[src/pmfaw_pkg.sv]
// ----------------------------------------------------------------------------
// pmfaw_pkg
// Shared codes, types and helpers for the packed matrix fill address walker.
// ----------------------------------------------------------------------------
package pmfaw_pkg;

   // default matrix dimension limit
   localparam int unsigned MAX_NODES_DEFAULT = 1024;

   // fixed field widths
   localparam int unsigned WEIGHT_W     = 32;
   localparam int unsigned INDEX_OUT_W  = 10;
   localparam int unsigned LAYOUT_W     = 4;
   localparam int unsigned NODE_COUNT_W = 11;
   localparam int unsigned CSR_DATA_W   = 11;
   localparam int unsigned CSR_INDEX_W  = 4;

   // register indexes
   localparam logic [CSR_INDEX_W-1:0] CSR_LAYOUT     = 4'd0;
   localparam logic [CSR_INDEX_W-1:0] CSR_NODE_COUNT = 4'd1;

   // layout codes
   localparam logic [LAYOUT_W-1:0] LAYOUT_FULL           = 4'd0;
   localparam logic [LAYOUT_W-1:0] LAYOUT_UPPER_ROW      = 4'd1;
   localparam logic [LAYOUT_W-1:0] LAYOUT_LOWER_ROW      = 4'd2;
   localparam logic [LAYOUT_W-1:0] LAYOUT_UPPER_DIAG_ROW = 4'd3;
   localparam logic [LAYOUT_W-1:0] LAYOUT_LOWER_DIAG_ROW = 4'd4;
   localparam logic [LAYOUT_W-1:0] LAYOUT_UPPER_COL      = 4'd5;
   localparam logic [LAYOUT_W-1:0] LAYOUT_LOWER_COL      = 4'd6;
   localparam logic [LAYOUT_W-1:0] LAYOUT_UPPER_DIAG_COL = 4'd7;
   localparam logic [LAYOUT_W-1:0] LAYOUT_LOWER_DIAG_COL = 4'd8;

   // status of one walk step
   typedef struct packed {
      logic has_result;
      logic mirror;
      logic last;
   } walk_status_type;

   // strict upper layouts start one column right of the diagonal
   function automatic logic start_col_one(input logic [LAYOUT_W-1:0] layout);
      start_col_one = (layout == LAYOUT_UPPER_ROW) || (layout == LAYOUT_UPPER_COL);
   endfunction

   // strict lower layouts start one row below the diagonal
   function automatic logic start_row_one(input logic [LAYOUT_W-1:0] layout);
      start_row_one = (layout == LAYOUT_LOWER_ROW) || (layout == LAYOUT_LOWER_COL);
   endfunction

endpackage

[src/packed_matrix_fill_address_walker_core.sv]
// ----------------------------------------------------------------------------
// packed_matrix_fill_address_walker_core
// Tags a stream of packed square-matrix weights with their row and column.
// ----------------------------------------------------------------------------
//  channel | direction | handshake           | payload
//  --------+-----------+---------------------+-----------------------------------
//  req     | in        | req_valid/req_stall | req_weight
//  rsp     | out       | rsp_valid/rsp_stall | rsp_weight_out, rsp_row_index,
//          |           |                     | rsp_col_index, rsp_mirror_write,
//          |           |                     | rsp_last_entry
//  csr     | in        | csr_write_enable    | csr_index, csr_write_data
//
// one weight per cycle while rsp is not stalled; each result appears in the cycle
// after its transfer, from the result register.
// reset is synchronous and leaves layout full, one node, walk at (0,0).
// req_stall rises only while a held result is stalled on rsp.
// a csr write to layout or node count restarts the walk at the layout's start position.
// ----------------------------------------------------------------------------
module packed_matrix_fill_address_walker_core #(
   parameter int unsigned MAX_NODES = pmfaw_pkg::MAX_NODES_DEFAULT
) (
   input  logic                                  clock,
   input  logic                                  reset,
   // request channel
   input  logic                                  req_valid,
   output logic                                  req_stall,
   input  logic signed [pmfaw_pkg::WEIGHT_W-1:0] req_weight,
   // response channel
   output logic                                  rsp_valid,
   input  logic                                  rsp_stall,
   output logic signed [pmfaw_pkg::WEIGHT_W-1:0] rsp_weight_out,
   output logic [pmfaw_pkg::INDEX_OUT_W-1:0]     rsp_row_index,
   output logic [pmfaw_pkg::INDEX_OUT_W-1:0]     rsp_col_index,
   output logic                                  rsp_mirror_write,
   output logic                                  rsp_last_entry,
   // configuration port
   input  logic                                  csr_write_enable,
   input  logic [pmfaw_pkg::CSR_INDEX_W-1:0]     csr_index,
   input  logic [pmfaw_pkg::CSR_DATA_W-1:0]      csr_write_data
);

   localparam int unsigned IDX_W   = $clog2(MAX_NODES + 1);
   localparam int unsigned CLAMP_W = (IDX_W > pmfaw_pkg::NODE_COUNT_W) ?
                                     IDX_W : pmfaw_pkg::NODE_COUNT_W;
   localparam int unsigned WIDE_W  = IDX_W + pmfaw_pkg::INDEX_OUT_W;

   // configuration registers
   logic [pmfaw_pkg::LAYOUT_W-1:0] layout_ff, layout_in;
   logic [IDX_W-1:0]               node_count_ff, node_count_in;
   // walk position
   logic [IDX_W-1:0]               walk_row_ff, walk_row_in;
   logic [IDX_W-1:0]               walk_col_ff, walk_col_in;
   // result register
   logic                           rsp_valid_ff, rsp_valid_in;
   logic [pmfaw_pkg::WEIGHT_W-1:0] weight_ff, weight_in;
   logic [pmfaw_pkg::INDEX_OUT_W-1:0] row_ff, row_in;
   logic [pmfaw_pkg::INDEX_OUT_W-1:0] col_ff, col_in;
   logic                           mirror_ff, mirror_in;
   logic                           last_ff, last_in;

   logic [IDX_W-1:0]               step_row;
   logic [IDX_W-1:0]               step_col;
   pmfaw_pkg::walk_status_type     step_status;
   logic                           out_ready;
   logic                           req_xfer;
   logic [CLAMP_W-1:0]             wr_count;
   logic [IDX_W-1:0]               wr_count_clamped;
   logic [pmfaw_pkg::LAYOUT_W-1:0] restart_layout;
   logic                           csr_hit;
   logic [WIDE_W-1:0]              row_wide;
   logic [WIDE_W-1:0]              col_wide;

   pmfaw_walk_step #(
      .IDX_W(IDX_W)
   ) u_step (
      .layout     (layout_ff),
      .node_count (node_count_ff),
      .walk_row   (walk_row_ff),
      .walk_col   (walk_col_ff),
      .next_row   (step_row),
      .next_col   (step_col),
      .status     (step_status)
   );

   // handshake: result register frees when empty or being drained
   assign out_ready = !rsp_valid_ff || !rsp_stall;
   assign req_stall = !out_ready;
   assign req_xfer  = req_valid && out_ready;

   // node count clamped to 1..MAX_NODES at write time
   assign wr_count = CLAMP_W'(csr_write_data);
   always_comb begin
      if (wr_count == '0) begin
         wr_count_clamped = IDX_W'(1);
      end else if (wr_count > CLAMP_W'(MAX_NODES)) begin
         wr_count_clamped = IDX_W'(MAX_NODES);
      end else begin
         wr_count_clamped = IDX_W'(wr_count);
      end
   end

   // configuration write decode
   always_comb begin
      layout_in     = layout_ff;
      node_count_in = node_count_ff;
      csr_hit       = 1'b0;
      if (csr_write_enable) begin
         case (csr_index)
            pmfaw_pkg::CSR_LAYOUT: begin
               layout_in = csr_write_data[pmfaw_pkg::LAYOUT_W-1:0];
               csr_hit   = 1'b1;
            end
            pmfaw_pkg::CSR_NODE_COUNT: begin
               node_count_in = wr_count_clamped;
               csr_hit       = 1'b1;
            end
            default: begin
               csr_hit = 1'b0;
            end
         endcase
      end
   end

   // walk position: restart on config or after the last entry
   assign restart_layout = layout_in;
   always_comb begin
      walk_row_in = walk_row_ff;
      walk_col_in = walk_col_ff;
      if (csr_hit || (req_xfer && step_status.has_result && step_status.last)) begin
         walk_row_in = IDX_W'(pmfaw_pkg::start_row_one(restart_layout));
         walk_col_in = IDX_W'(pmfaw_pkg::start_col_one(restart_layout));
      end else if (req_xfer && step_status.has_result) begin
         walk_row_in = step_row;
         walk_col_in = step_col;
      end
   end

   // output indexes keep the low ten bits
   assign row_wide = WIDE_W'(walk_row_ff);
   assign col_wide = WIDE_W'(walk_col_ff);

   // result register load
   always_comb begin
      rsp_valid_in = rsp_valid_ff;
      weight_in    = weight_ff;
      row_in       = row_ff;
      col_in       = col_ff;
      mirror_in    = mirror_ff;
      last_in      = last_ff;
      if (out_ready) begin
         rsp_valid_in = req_xfer && step_status.has_result;
         if (req_xfer) begin
            weight_in = req_weight;
            row_in    = row_wide[pmfaw_pkg::INDEX_OUT_W-1:0];
            col_in    = col_wide[pmfaw_pkg::INDEX_OUT_W-1:0];
            mirror_in = step_status.mirror;
            last_in   = step_status.last;
         end
      end
   end

   // control state
   always_ff @(posedge clock) begin
      if (reset) begin
         layout_ff     <= pmfaw_pkg::LAYOUT_FULL;
         node_count_ff <= IDX_W'(1);
         walk_row_ff   <= '0;
         walk_col_ff   <= '0;
         rsp_valid_ff  <= 1'b0;
      end else begin
         layout_ff     <= layout_in;
         node_count_ff <= node_count_in;
         walk_row_ff   <= walk_row_in;
         walk_col_ff   <= walk_col_in;
         rsp_valid_ff  <= rsp_valid_in;
      end
   end

   // result payload
   always_ff @(posedge clock) begin
      weight_ff <= weight_in;
      row_ff    <= row_in;
      col_ff    <= col_in;
      mirror_ff <= mirror_in;
      last_ff   <= last_in;
   end

   assign rsp_valid        = rsp_valid_ff;
   assign rsp_weight_out   = weight_ff;
   assign rsp_row_index    = row_ff;
   assign rsp_col_index    = col_ff;
   assign rsp_mirror_write = mirror_ff;
   assign rsp_last_entry   = last_ff;

endmodule

[src/pmfaw_walk_step.sv]
// ----------------------------------------------------------------------------
// pmfaw_walk_step
// Next position, last-entry detect and result qualification for one weight.
// ----------------------------------------------------------------------------
module pmfaw_walk_step #(
   parameter int unsigned IDX_W = 11
) (
   input  logic [pmfaw_pkg::LAYOUT_W-1:0] layout,
   input  logic [IDX_W-1:0]               node_count,
   input  logic [IDX_W-1:0]               walk_row,
   input  logic [IDX_W-1:0]               walk_col,
   output logic [IDX_W-1:0]               next_row,
   output logic [IDX_W-1:0]               next_col,
   output pmfaw_pkg::walk_status_type     status
);

   logic [IDX_W-1:0] n_m1;
   logic [IDX_W-1:0] n_m2;
   logic [IDX_W-1:0] row_p1;
   logic [IDX_W-1:0] col_p1;
   logic             row_end;
   logic             col_end;
   logic             diag_last;
   logic             strict;

   assign n_m1    = node_count - IDX_W'(1);
   assign n_m2    = node_count - IDX_W'(2);
   assign row_p1  = walk_row + IDX_W'(1);
   assign col_p1  = walk_col + IDX_W'(1);
   assign row_end = (walk_row == n_m1);
   assign col_end = (walk_col == n_m1);
   // bottom-right corner closes every layout that keeps the diagonal
   assign diag_last = row_end && col_end;

   assign strict = (layout == pmfaw_pkg::LAYOUT_UPPER_ROW) ||
                   (layout == pmfaw_pkg::LAYOUT_LOWER_ROW) ||
                   (layout == pmfaw_pkg::LAYOUT_UPPER_COL) ||
                   (layout == pmfaw_pkg::LAYOUT_LOWER_COL);

   // position advance and end-of-matrix detect per layout
   always_comb begin
      next_row          = walk_row;
      next_col          = walk_col;
      status.last       = 1'b0;
      status.mirror     = (layout != pmfaw_pkg::LAYOUT_FULL);
      status.has_result = 1'b1;
      case (layout)
         pmfaw_pkg::LAYOUT_FULL: begin
            status.last = diag_last;
            if (col_end) begin
               next_row = row_p1;
               next_col = '0;
            end else begin
               next_col = col_p1;
            end
         end
         pmfaw_pkg::LAYOUT_UPPER_ROW: begin
            status.last = (walk_row == n_m2) && col_end;
            if (col_end) begin
               next_row = row_p1;
               next_col = row_p1 + IDX_W'(1);
            end else begin
               next_col = col_p1;
            end
         end
         pmfaw_pkg::LAYOUT_LOWER_ROW: begin
            status.last = row_end && (walk_col == n_m2);
            if (col_p1 == walk_row) begin
               next_row = row_p1;
               next_col = '0;
            end else begin
               next_col = col_p1;
            end
         end
         pmfaw_pkg::LAYOUT_UPPER_DIAG_ROW: begin
            status.last = diag_last;
            if (col_end) begin
               next_row = row_p1;
               next_col = row_p1;
            end else begin
               next_col = col_p1;
            end
         end
         pmfaw_pkg::LAYOUT_LOWER_DIAG_ROW: begin
            status.last = diag_last;
            if (walk_col == walk_row) begin
               next_row = row_p1;
               next_col = '0;
            end else begin
               next_col = col_p1;
            end
         end
         pmfaw_pkg::LAYOUT_UPPER_COL: begin
            status.last = col_end && (walk_row == n_m2);
            if (row_p1 == walk_col) begin
               next_col = col_p1;
               next_row = '0;
            end else begin
               next_row = row_p1;
            end
         end
         pmfaw_pkg::LAYOUT_LOWER_COL: begin
            status.last = (walk_col == n_m2) && row_end;
            if (row_end) begin
               next_col = col_p1;
               next_row = col_p1 + IDX_W'(1);
            end else begin
               next_row = row_p1;
            end
         end
         pmfaw_pkg::LAYOUT_UPPER_DIAG_COL: begin
            status.last = diag_last;
            if (walk_row == walk_col) begin
               next_col = col_p1;
               next_row = '0;
            end else begin
               next_row = row_p1;
            end
         end
         pmfaw_pkg::LAYOUT_LOWER_DIAG_COL: begin
            status.last = diag_last;
            if (row_end) begin
               next_col = col_p1;
               next_row = col_p1;
            end else begin
               next_row = row_p1;
            end
         end
         default: begin
            // unknown layout: weight is dropped
            status.has_result = 1'b0;
         end
      endcase
      // a strict triangle of a one-node matrix is empty
      if (strict && (node_count == IDX_W'(1))) begin
         status.has_result = 1'b0;
      end
   end

endmodule

[config.mk]
export PLATFORM = sky130hd
export DESIGN_NAME = packed_matrix_fill_address_walker_core
export DESIGN_NICKNAME = d
export VERILOG_FILES = /design/src/pmfaw_pkg.sv /design/src/packed_matrix_fill_address_walker_core.sv /design/src/pmfaw_walk_step.sv
export SDC_FILE = /design/constraint.sdc
export NUM_CORES = 1
export LEC_CHECK = 0
export BUFFER_PORTS_ARGS = -buffer_cell sky130_fd_sc_hd__buf_2
export CAP_MARGIN = 20
export CORE_ASPECT_RATIO = 1.75
export CORE_MARGIN = 1
export CORE_UTILIZATION = 55
export CTS_BUF_LIST = sky130_fd_sc_hd__clkbuf_8 sky130_fd_sc_hd__clkbuf_16
export CTS_CLUSTER_SIZE = 16
export DETAILED_ROUTE_END_ITERATION = 7
export MAX_ROUTING_LAYER = met4
export PLACE_DENSITY = 0.78
export SYNTH_ARGS = -nofsm -noshare
export SYNTH_HDL_FRONTEND = slang
export SYNTH_SLANG_ARGS = --single-unit
export TNS_END_PERCENT = 30
[constraint.sdc]
create_clock -name clock -period 3.6 [get_ports clock]
set_input_delay 0.18 -clock clock [delete_from_list [all_inputs] [get_ports clock]]
set_output_delay 0.18 -clock clock [all_outputs]
set_load 0.005 [all_outputs]
==> Flow_metrics.wiki, run 1 <==
{| class="wikitable"
! Metric !! Value
|-
| Ys async rst share || 0%
|-
| Detail-routed net length per standard cell || 23.4 um
|-
| Number of top-level pins || 108
|-
| Clk Tree Root Cell || sky130_fd_sc_hd__clkbuf_16
|-
| GR Util All Layers || 38.1%
|-
| Register area share after synthesis || 36.1%
|-
| Number of buffers between clock root and the deepest sink || 2
|-
| Clock transition at the registers of the reported paths || 70 ps
|-
| Worst-case headroom to the max-slew limit || 45.9%
|-
| DRC violation total after the first TritonRoute iteration || 441
|-
| Instance count of the mapped netlist || 717
|-
| Final clock skew || 9.55 ps
|-
| Final hold slack || 1.60 ps
|-
| Crit path launch || node_count_ff[1]
|-
| Crit path cell chain || inv_1 -> ha_1 -> nor3b_4 -> nand2_1 -> a311oi_2 -> nand4b_4 -> nor4b_1 -> nand2b_1 -> buf_4 -> nor3_1 -> a21oi_1 -> a21oi_1
|-
| Number of flops mapped to enable cells by yosys || 54
|-
| Type of element launching the critical path || flop
|-
| DRC violations left || 18
|-
| Die area || 12,400 um2
|-
| Synth Flop Type || sky130_fd_sc_hd__edfxtp_1
|-
| Static leakage || 0.00302 uW
|-
| Minimum clock period after layout || 3380 ps
|-
| Number of max-cap violations || 0
|-
| Total number of yosys warnings || 0
|-
| Antenna cell count || 0
|-
| Slowest-stage cell, CP || sky130_fd_sc_hd__nor4b_1
|-
| Pin count of the biggest net entering global routing || 55
|-
| TritonCTS clock tree || built
|-
| Detailed-router iteration count before antenna repair || 8
|-
| Share of the cycle needed by the critical path after routing || 93.8%
|-
| Total placed cells including tap cells || 963
|-
| Actual transition at the worst max-transition pin || 811 ps
|-
| Number of nets in the final layout || 899
|-
| Fillcell total || 956
|-
| Avg Inst Size Synth || 9.19 um2
|-
| Data required time of the critical path || 3850 ps
|-
| Detailed-placement wirelength estimate || 17,800 um
|-
| Vias in the first global route || 6,381
|-
| Maximum level of the CTS H-tree || 3
|-
| Drt total wl || 22,900 um
|-
| Area of the core region || 11,600 um2
|-
| Final hold viol count || 0
|-
| Sum Neg Setup Slack || 0 ps
|-
| Largest driver fanout on the critical path || 6
|-
| # port buffers || 107
|-
| Syn Std Cell Area || 6590 um2
|-
| Maximum single-stage delay on the critical path || 470 ps
|-
| Die extent in y || 147 um
|-
| Class of the worst hold path || input pin to flop
|-
| PwrDens || 372 nW/um2
|-
| Number of routed nets with antenna violations || 0
|-
| DR vias || 6,275
|-
| Critical path class || flop to flop
|-
| Setup repair after global routing missed its margin || no
|-
| Final RePlAce weighted congestion || 1.06
|-
| Share of post-route cells with drive strength above 1 || 27.8%
|-
| R2R setup slack || 220 ps
|-
| Data arrival time at the worst-slack endpoint || 3620 ps
|-
| Synthesized netlist net count || 777
|-
| Number of register bits inferred by synthesis || 92
|-
| Worst hold path startpoint || req_weight[13]
|-
| Ratio of routed vias to standard cells || 6.41
|-
| Wire length of the first global-routing pass || 34,000 um
|-
| Achievable clock frequency || 296 MHz
|-
| Failing checks || design-rule violations
|-
| Worst-skew pair later-pin latency || 350 ps
|-
| Setup Fix Bufs, Post-CTS || 0
|-
| Maximum resistive drop on vdd || 0.245 mV
|-
| Final count of negative-setup-slack endpoints || 0
|-
| CTS buffer count || 9
|-
| Beginning of the worst register-to-register path || node_count_ff[1]
|-
| Cell mode on critical path || sky130_fd_sc_hd__a21oi_1
|-
| Sink count of the clock tree || 92
|-
| Crit end category || flop
|-
| Number of different library cells in the post-synthesis netlist || 92
|-
| Run status || finished with violations
|-
| Starting density of the core || 56.6%
|-
| Finished Layout Cells || 979
|-
| Number of antenna violations at the first check in global routing || 0
|-
| X dimension of the die || 84.8 um
|-
| Number of standard-cell rows in the floorplan || 52
|-
| P&R area growth vs syn || 18.3%
|-
| Max-slew violation count || 0
|-
| Total global routing overflow || 0
|}
-- final timing paths --
kind	endpoint	depth (start not counted)
max	walk_col_ff[10]	12
min	rsp_weight_out[13]	1
max reg2reg	walk_col_ff[10]	12
min reg2reg	rsp_valid	2
-- critical path: cells and delay by family (launching register included) --
kind / cells / cell delay, ps
buffers and inverters: 2 / 340
AND/OR/NAND/NOR: 6 / 1590
AO/OA/AOI/OAI: 3 / 680
adder cells (fa/ha/maj): 1 / 280
flip-flops: 1 / 370
-- cell families (layout without fill, tap and decap cells) --
kind of cell | Yosys count | in the layout | synth area share [%]
buf+inv | 77 | 204 | 6.06
xor+xnor | 96 | 96 | 13.4
compound gates | 170 | 170 | 18.3
mux | 8 | 8 | 1.23
simple gates | 265 | 265 | 23.3
fa+ha+maj | 9 | 9 | 1.67
flops | 92 | 92 | 36.1
-- final cells by class --
class / instances / area (um2) / share of cell area (%)
Clock buffer: 9 / 225 / 2.89
Clock inverter: 7 / 76.3 / 0.979
Inverter: 15 / 56.3 / 0.722
Multi-Input combinational cell: 548 / 3810 / 48.9
Sequential cell: 92 / 2390 / 30.6
Tap cell: 135 / 169 / 2.17
Timing Repair Buffer: 173 / 1070 / 13.7
-- layout by cell type, fill, tap and decap left out, types with 16 or more instances in the layout --
cell	n
sky130_fd_sc_hd__nand2_1	45
sky130_fd_sc_hd__a21oi_1	44
sky130_fd_sc_hd__buf_2	107
sky130_fd_sc_hd__nand3_1	22
sky130_fd_sc_hd__nor2_1	58
sky130_fd_sc_hd__o21ai_0	22
sky130_fd_sc_hd__buf_4	63
sky130_fd_sc_hd__nor3_1	27
sky130_fd_sc_hd__inv_1	16
sky130_fd_sc_hd__edfxtp_1	54
sky130_fd_sc_hd__dfxtp_1	35
sky130_fd_sc_hd__xor2_1	35
sky130_fd_sc_hd__xnor2_1	58
-- synth_stat cells (4+ instances only) --
cell type                   number  area (um2)
sky130_fd_sc_hd__a31oi_1         9        56.3
sky130_fd_sc_hd__nand3_1        22         110
sky130_fd_sc_hd__o21ai_1        15        75.1
sky130_fd_sc_hd__and2_1          6        37.5
sky130_fd_sc_hd__edfxtp_1       54        1620
sky130_fd_sc_hd__buf_4           8        60.1
sky130_fd_sc_hd__nor4_1         11        68.8
sky130_fd_sc_hd__and3_1          8        50.1
sky130_fd_sc_hd__nor3_2          7        70.1
sky130_fd_sc_hd__nand4_1        12        75.1
sky130_fd_sc_hd__buf_2          28         140
sky130_fd_sc_hd__a21oi_1        44         220
sky130_fd_sc_hd__o32ai_1         4        35.0
sky130_fd_sc_hd__xor2_1         35         307
sky130_fd_sc_hd__nand2_1        45         169
sky130_fd_sc_hd__o31ai_1         6        45.0
sky130_fd_sc_hd__nor2_1         58         218
sky130_fd_sc_hd__or3_1           6        37.5
sky130_fd_sc_hd__nor3_1         27         135
sky130_fd_sc_hd__dfxtp_1        38         761
sky130_fd_sc_hd__ha_1            8         100
sky130_fd_sc_hd__mux2i_1         7        70.1
sky130_fd_sc_hd__a22oi_1         9        67.6
sky130_fd_sc_hd__xnor2_1        58         508
sky130_fd_sc_hd__a211oi_1        4        30.0
sky130_fd_sc_hd__nor2b_1        12        75.1
sky130_fd_sc_hd__nand2b_1        8        50.1
sky130_fd_sc_hd__o21ai_0        22         110
sky130_fd_sc_hd__nor3b_1        14         105
sky130_fd_sc_hd__inv_1          15        56.3
sky130_fd_sc_hd__buf_6           6        67.6
sky130_fd_sc_hd__o211ai_1        4        30.0
sky130_fd_sc_hd__clkbuf_1       17        63.8
sky130_fd_sc_hd__o2111ai_1       4        35.0
-- sequential cells by signal, indices dropped and copies added, names as in the netlist --
name / count
layout_ff: 4
rsp_row_index: 10
rsp_last_entry: 1
rsp_valid: 1
rsp_col_index: 10
node_count_ff: 11
walk_row_ff: 11
rsp_mirror_write: 1
walk_col_ff: 11
rsp_weight_out: 32
-- power breakdown --
| part | internal [uW] | total, uW | switching [uW] |
|---|---|---|---|
| Clock | 543 | 958 | 415 |
| Sequential | 1180 | 1220 | 39.6 |
| Combinational | 309 | 723 | 414 |
| Total | 2030 | 2900 | 869 |
-- per-layer routing --
metal | global-route usage, % | part of all wire (%) | vias to the layer above
li1 | - | - | 2862
met1 | 32.4 | 32 | 2949
met2 | 69.2 | 52 | 329
met3 | 6.24 | 6.0 | 135
met4 | 34.7 | 10 | 0
met5 | - | 0 | -
-- through the flow --
stage / setup slack (ps) / power (uW) / cell area, um2 / util, %
2_1_floorplan: 347 / 1670 / 6590 / -
3_3_place_gp: 370 / 1930 / 7490 / 64.3
3_5_place_dp: 291 / 1940 / 7490 / 64.3
4_1_cts: 274 / 2890 / 7790 / 66.9
5_1_grt: 8.24 / 2990 / 7790 / 66.9
6_report: 224 / 2900 / 7790 / 66.9
-- timing repair --
item	CTS	global route
setup endpoints to repair	0	3
resized for setup	0	4
hold buffers	0	0
Power figures use the tool's default switching activity.
==> run 2: changes to the inputs <==
--- a/config.mk
+++ b/config.mk
@@ -5,16 +5,17 @@
 export SDC_FILE = /design/constraint.sdc
 export NUM_CORES = 1
 export LEC_CHECK = 0
-export BUFFER_PORTS_ARGS = -buffer_cell sky130_fd_sc_hd__buf_2
+export ABC_AREA = 1
+export BUFFER_PORTS_ARGS = -buffer_cell sky130_fd_sc_hd__buf_4
 export CAP_MARGIN = 20
 export CORE_ASPECT_RATIO = 1.75
 export CORE_MARGIN = 1
-export CORE_UTILIZATION = 55
+export CORE_UTILIZATION = 52
 export CTS_BUF_LIST = sky130_fd_sc_hd__clkbuf_8 sky130_fd_sc_hd__clkbuf_16
 export CTS_CLUSTER_SIZE = 16
 export DETAILED_ROUTE_END_ITERATION = 7
 export MAX_ROUTING_LAYER = met4
-export PLACE_DENSITY = 0.78
+export PLACE_DENSITY = 0.77
 export SYNTH_ARGS = -nofsm -noshare
 export SYNTH_HDL_FRONTEND = slang
 export SYNTH_SLANG_ARGS = --single-unit
==> constraint.sdc (replaced) <==
create_clock -name clock -period 2.8 [get_ports clock]
set_input_delay 0.14 -clock clock [delete_from_list [all_inputs] [get_ports clock]]
set_output_delay 0.14 -clock clock [all_outputs]
set_load 0.005 [all_outputs]
==> run 2 against run 1 <==
  * The run now ends clean
  * Area after synthesis up 2.8%
  * Sequential power up 35%
  * Total power up 69%
  * Highest routed layer unchanged
  * Count of clock-buffer cells in the layout unchanged
  * Largest cell class unchanged
  * Critical path depth up 2
==> Flow_metrics.wiki, run 2 <==
{| class="wikitable"
! Metric !! Value
|-
| Most numerous cell in the Yosys netlist || sky130_fd_sc_hd__nand2_1
|-
| Critical path class || flop to flop
|-
| Met3 global-route usage || 9.56% (+3.3 points)
|-
| Wire length of the first global-routing pass || 42,600 um (+25%)
|-
| Maximum level of the CTS H-tree || 3 (unchanged)
|-
| Run status || complete, no violations
|-
| Ys async rst share || 0% (unchanged)
|-
| Synth Flop Type || sky130_fd_sc_hd__edfxtp_1
|-
| Detail-routed net length per standard cell || 20.7 um (-11%)
|-
| Number of nets in the final layout || 1,300 (+45%)
|-
| Sink count of the clock tree || 92 (unchanged)
|-
| Number of buffers between clock root and the deepest sink || 2 (unchanged)
|-
| Area of the core region || 12,600 um2 (+7.9%)
|-
| Detailed-placement wirelength estimate || 22,100 um (+24%)
|-
| Largest driver fanout on the critical path || 6 (unchanged)
|-
| Share of post-route cells with drive strength above 1 || 27.5% (-0.37 points)
|-
| Worst-skew pair later-pin latency || 360 ps (about the same)
|-
| Type of element launching the critical path || flop
|-
| Number of max-cap violations || 0 (unchanged)
|-
| Top cell type by total area after synthesis || sky130_fd_sc_hd__edfxtp_1
|-
| Commonest non-fill, non-tap cells in the layout || sky130_fd_sc_hd__nand2_1 (304), sky130_fd_sc_hd__buf_4 (236), sky130_fd_sc_hd__inv_1 (111)
|-
| Final RePlAce weighted congestion || 1.18 (+12%)
|-
| Vias in the first global route || 7,751 (+21%)
|-
| Global routing met2 resource utilization || 75.6% (+6.4 points)
|-
| Syn Std Cell Area || 6770 um2 (+2.8%)
|-
| Instance count of the mapped netlist || 982 (+37%)
|-
| DRC violations left || 0 (-18)
|-
| Crit end category || flop
|-
| Drt total wl || 29,300 um (+28%)
|-
| Setup Slack @ Placement || 55.5 ps (-236 ps)
|-
| P&R area growth vs syn || 39.3%
|-
| Avg Inst Size Synth || 6.90 um2 (-25%)
|-
| # port buffers || 107 (unchanged)
|-
| Number of routed nets with antenna violations || 0 (unchanged)
|-
| Number of different library cells in the post-synthesis netlist || 43 (-53%)
|-
| Clock transition at the registers of the reported paths || 80 ps (about the same)
|-
| Leading post-synthesis cells by instance count || sky130_fd_sc_hd__nand2_1 (305), sky130_fd_sc_hd__nor2_1 (114), sky130_fd_sc_hd__inv_1 (112), sky130_fd_sc_hd__nand3_1 (90), sky130_fd_sc_hd__edfxtp_1 (54)
|-
| Number of top-level pins || 108 (unchanged)
|-
| Pin count of the biggest net entering global routing || 55 (unchanged)
|-
| Starting density of the core || 53.9% (-2.7 points)
|-
| Ratio of routed vias to standard cells || 5.77 (-9.9%)
|-
| GR Util All Layers || 45.3% (+7.2 points)
|-
| Fillcell total || 1,033 (+8.1%)
|-
| Maximum resistive drop on vdd || 0.379 mV (+54%)
|-
| Die area || 13,500 um2 (+8.5%)
|-
| Global routing's busiest layer || met2
|-
| Setup repair after global routing missed its margin || yes
|-
| X dimension of the die || 88.3 um (+4.1%)
|-
| Final count of negative-setup-slack endpoints || 0 (unchanged)
|-
| Final hold viol count || 0 (unchanged)
|-
| Detailed-router iteration count before antenna repair || 8 (unchanged)
|-
| Share of the cycle needed by the critical path after routing || 99.7% (+5.9 points)
|-
| Data required time of the critical path || 3060 ps (-790 ps)
|-
| Most common cell after layout, fill and taps aside || sky130_fd_sc_hd__nand2_1
|-
| PwrDens || 519 nW/um2 (+39%)
|-
| Met1 usage || 42.9% (+10 points)
|-
| Number of antenna violations at the first check in global routing || 0 (unchanged)
|-
| Top-area cell type share of the netlist area || 23.9% (-0.66 points)
|-
| Flip-flop and latch area || 2400 um2 (+0.52%)
|-
| Worst-case setup margin in the final layout || 8.59 ps (-216 ps)
|-
| Synthesized netlist net count || 1,042 (+34%)
|-
| TritonCTS clock tree || built
|-
| CTS buffer count || 9 (unchanged)
|-
| Cell types occupying the most area after synthesis || sky130_fd_sc_hd__edfxtp_1 (24%), sky130_fd_sc_hd__nand2_1 (17%), sky130_fd_sc_hd__dfxtp_1 (11%)
|-
| Number of flops mapped to enable cells by yosys || 54 (unchanged)
|-
| Total number of yosys warnings || 0 (unchanged)
|-
| Final hold slack || 49.6 ps (+48.0 ps)
|-
| Static leakage || 0.00451 uW (+49%)
|-
| Total global routing overflow || 0 (unchanged)
|-
| Worst-case headroom to the max-slew limit || 53.6% (+7.7 points)
|-
| Data arrival time at the worst-slack endpoint || 3050 ps (-570 ps)
|-
| Max-slew violation count || 0 (unchanged)
|-
| Die extent in y || 153 um (+4.2%)
|-
| Achievable clock frequency || 358 MHz (+21%)
|-
| DRC violation total after the first TritonRoute iteration || 801 (+82%)
|-
| Class of the worst hold path || input pin to flop
|-
| Final clock skew || 12.2 ps (+2.64 ps)
|-
| DR vias || 8,158 (+30%)
|-
| Number of standard-cell rows in the floorplan || 54 (+3.8%)
|-
| Largest register FFs || 32 (unchanged)
|-
| Register area share after synthesis || 35.2% (-0.97 points)
|-
| Clk Tree Root Cell || sky130_fd_sc_hd__clkbuf_16
|-
| Number of register bits inferred by synthesis || 92 (unchanged)
|-
| Actual transition at the worst max-transition pin || 696 ps (-114 ps)
|-
| Minimum clock period after layout || 2790 ps (-584 ps)
|-
| Multi-input combinational cell area || 3960 um2 (+3.7%)
|-
| Antenna cell count || 0 (unchanged)
|}
-- run 2: changes by cell type after synthesis, sizes merged, moves of 14 or more --
cell / previous run / this run
inv: 15 / 115
nor2: 59 / 133
nand3: 24 / 98
buf: 45 / 19
nor3b: 16 / 1
xnor2: 59 / 13
nor3: 34 / 20
nand2: 46 / 322
-- run 2: layout make-up --
| cell class | count | share of cell area [%] |
|---|---|---|
| clock inverters | 7 | 0.994 |
| flip-flops and latches | 92 | 25.4 |
| clock buffers | 9 | 2.39 |
| multi-input cells | 751 | 41.9 |
| well taps | 168 | 2.23 |
| inverters | 116 | 4.65 |
| repair buffers | 270 | 22.4 |
-- run 2: routing by layer --
metal	up-vias	part of all wire [%]
li1	3684	-
met1	3632	30
met2	601	49
met3	241	9.8
met4	0	12
met5	-	0
-- run 2: power by group --
part / switching (uW) / internal (uW) / leakage [uW] / total (uW)
Combinational: 1140 / 761 / 0.00351 / 1900
Sequential: 98.4 / 1550 / 0.000847 / 1650
Clock: 623 / 719 / 0.000153 / 1340
Total: 1860 / 3030 / 0.00451 / 4890
-- run 2: worst paths after layout --
| kind | start | to | slack (ps) | depth (start not counted) |
|---|---|---|---|---|
| worst max-delay path | walk_col_ff[0] | walk_row_ff[5] | 9 | 14 |
| worst min-delay path | csr_write_data[1] | node_count_ff[1] | 50 | 3 |
| worst max register to register | walk_col_ff[0] | walk_row_ff[5] | 9 | 14 |
| worst min register to register | rsp_valid | rsp_valid | 490 | 2 |
-- run 2: kinds of logic (layout without fill, tap and decap cells) --
logic type	after synthesis	after routing	share of synthesized area, %
AOI/OAI and AO/OA	95	95	8.05
adders and majority gates	8	8	1.48
DFF	92	92	35.2
xor gates and xnor gates	50	50	6.87
buffers and inverters	140	402	8.61
and+or+nand+nor	597	598	39.8
-- run 2: worst max-delay path, stage by stage (launching register included) --
cell and delay [ps]:
sky130_fd_sc_hd__dfxtp_2 360, sky130_fd_sc_hd__buf_4 170, sky130_fd_sc_hd__xor2_1 200, sky130_fd_sc_hd__nor3_1 290, sky130_fd_sc_hd__buf_4 170, sky130_fd_sc_hd__nand3_1 70, sky130_fd_sc_hd__buf_4 170, sky130_fd_sc_hd__nand2_1 60
sky130_fd_sc_hd__inv_1 40, sky130_fd_sc_hd__nor2_1 420, sky130_fd_sc_hd__nand3_4 250, sky130_fd_sc_hd__a21oi_1 190, sky130_fd_sc_hd__nand2_1 70, sky130_fd_sc_hd__nor2_1 170, sky130_fd_sc_hd__nor3_2 50
-- run 2: metrics by stage --
| stage | utilization, % | instances | TNS, ps | power, uW | cell area [um2] |
|---|---|---|---|---|---|
| after detailed placement | 68.0 | 1353 | 0 | 3350 | 8550 |
| after CTS | 73.1 | 1401 | 0 | 4700 | 9190 |
| after global placement | 68.0 | 1353 | 0 | 3330 | 8550 |
| after global routing | 75.1 | 1413 | -126 | 5040 | 9440 |
| final | 75.1 | 1413 | 0 | 4890 | 9440 |
| after floorplan | - | 982 | 0 | 2570 | 6780 |
-- run 2: repair_timing --
| action | 4_1_cts | 5_1_grt |
|---|---|---|
| hold buffers | 32 | 0 |
| buffers inserted | 0 | 11 |
| endpoints found under the hold margin | 32 | 0 |
| endpoints found under the setup margin | 0 | 22 |
| resized for setup | 0 | 41 |
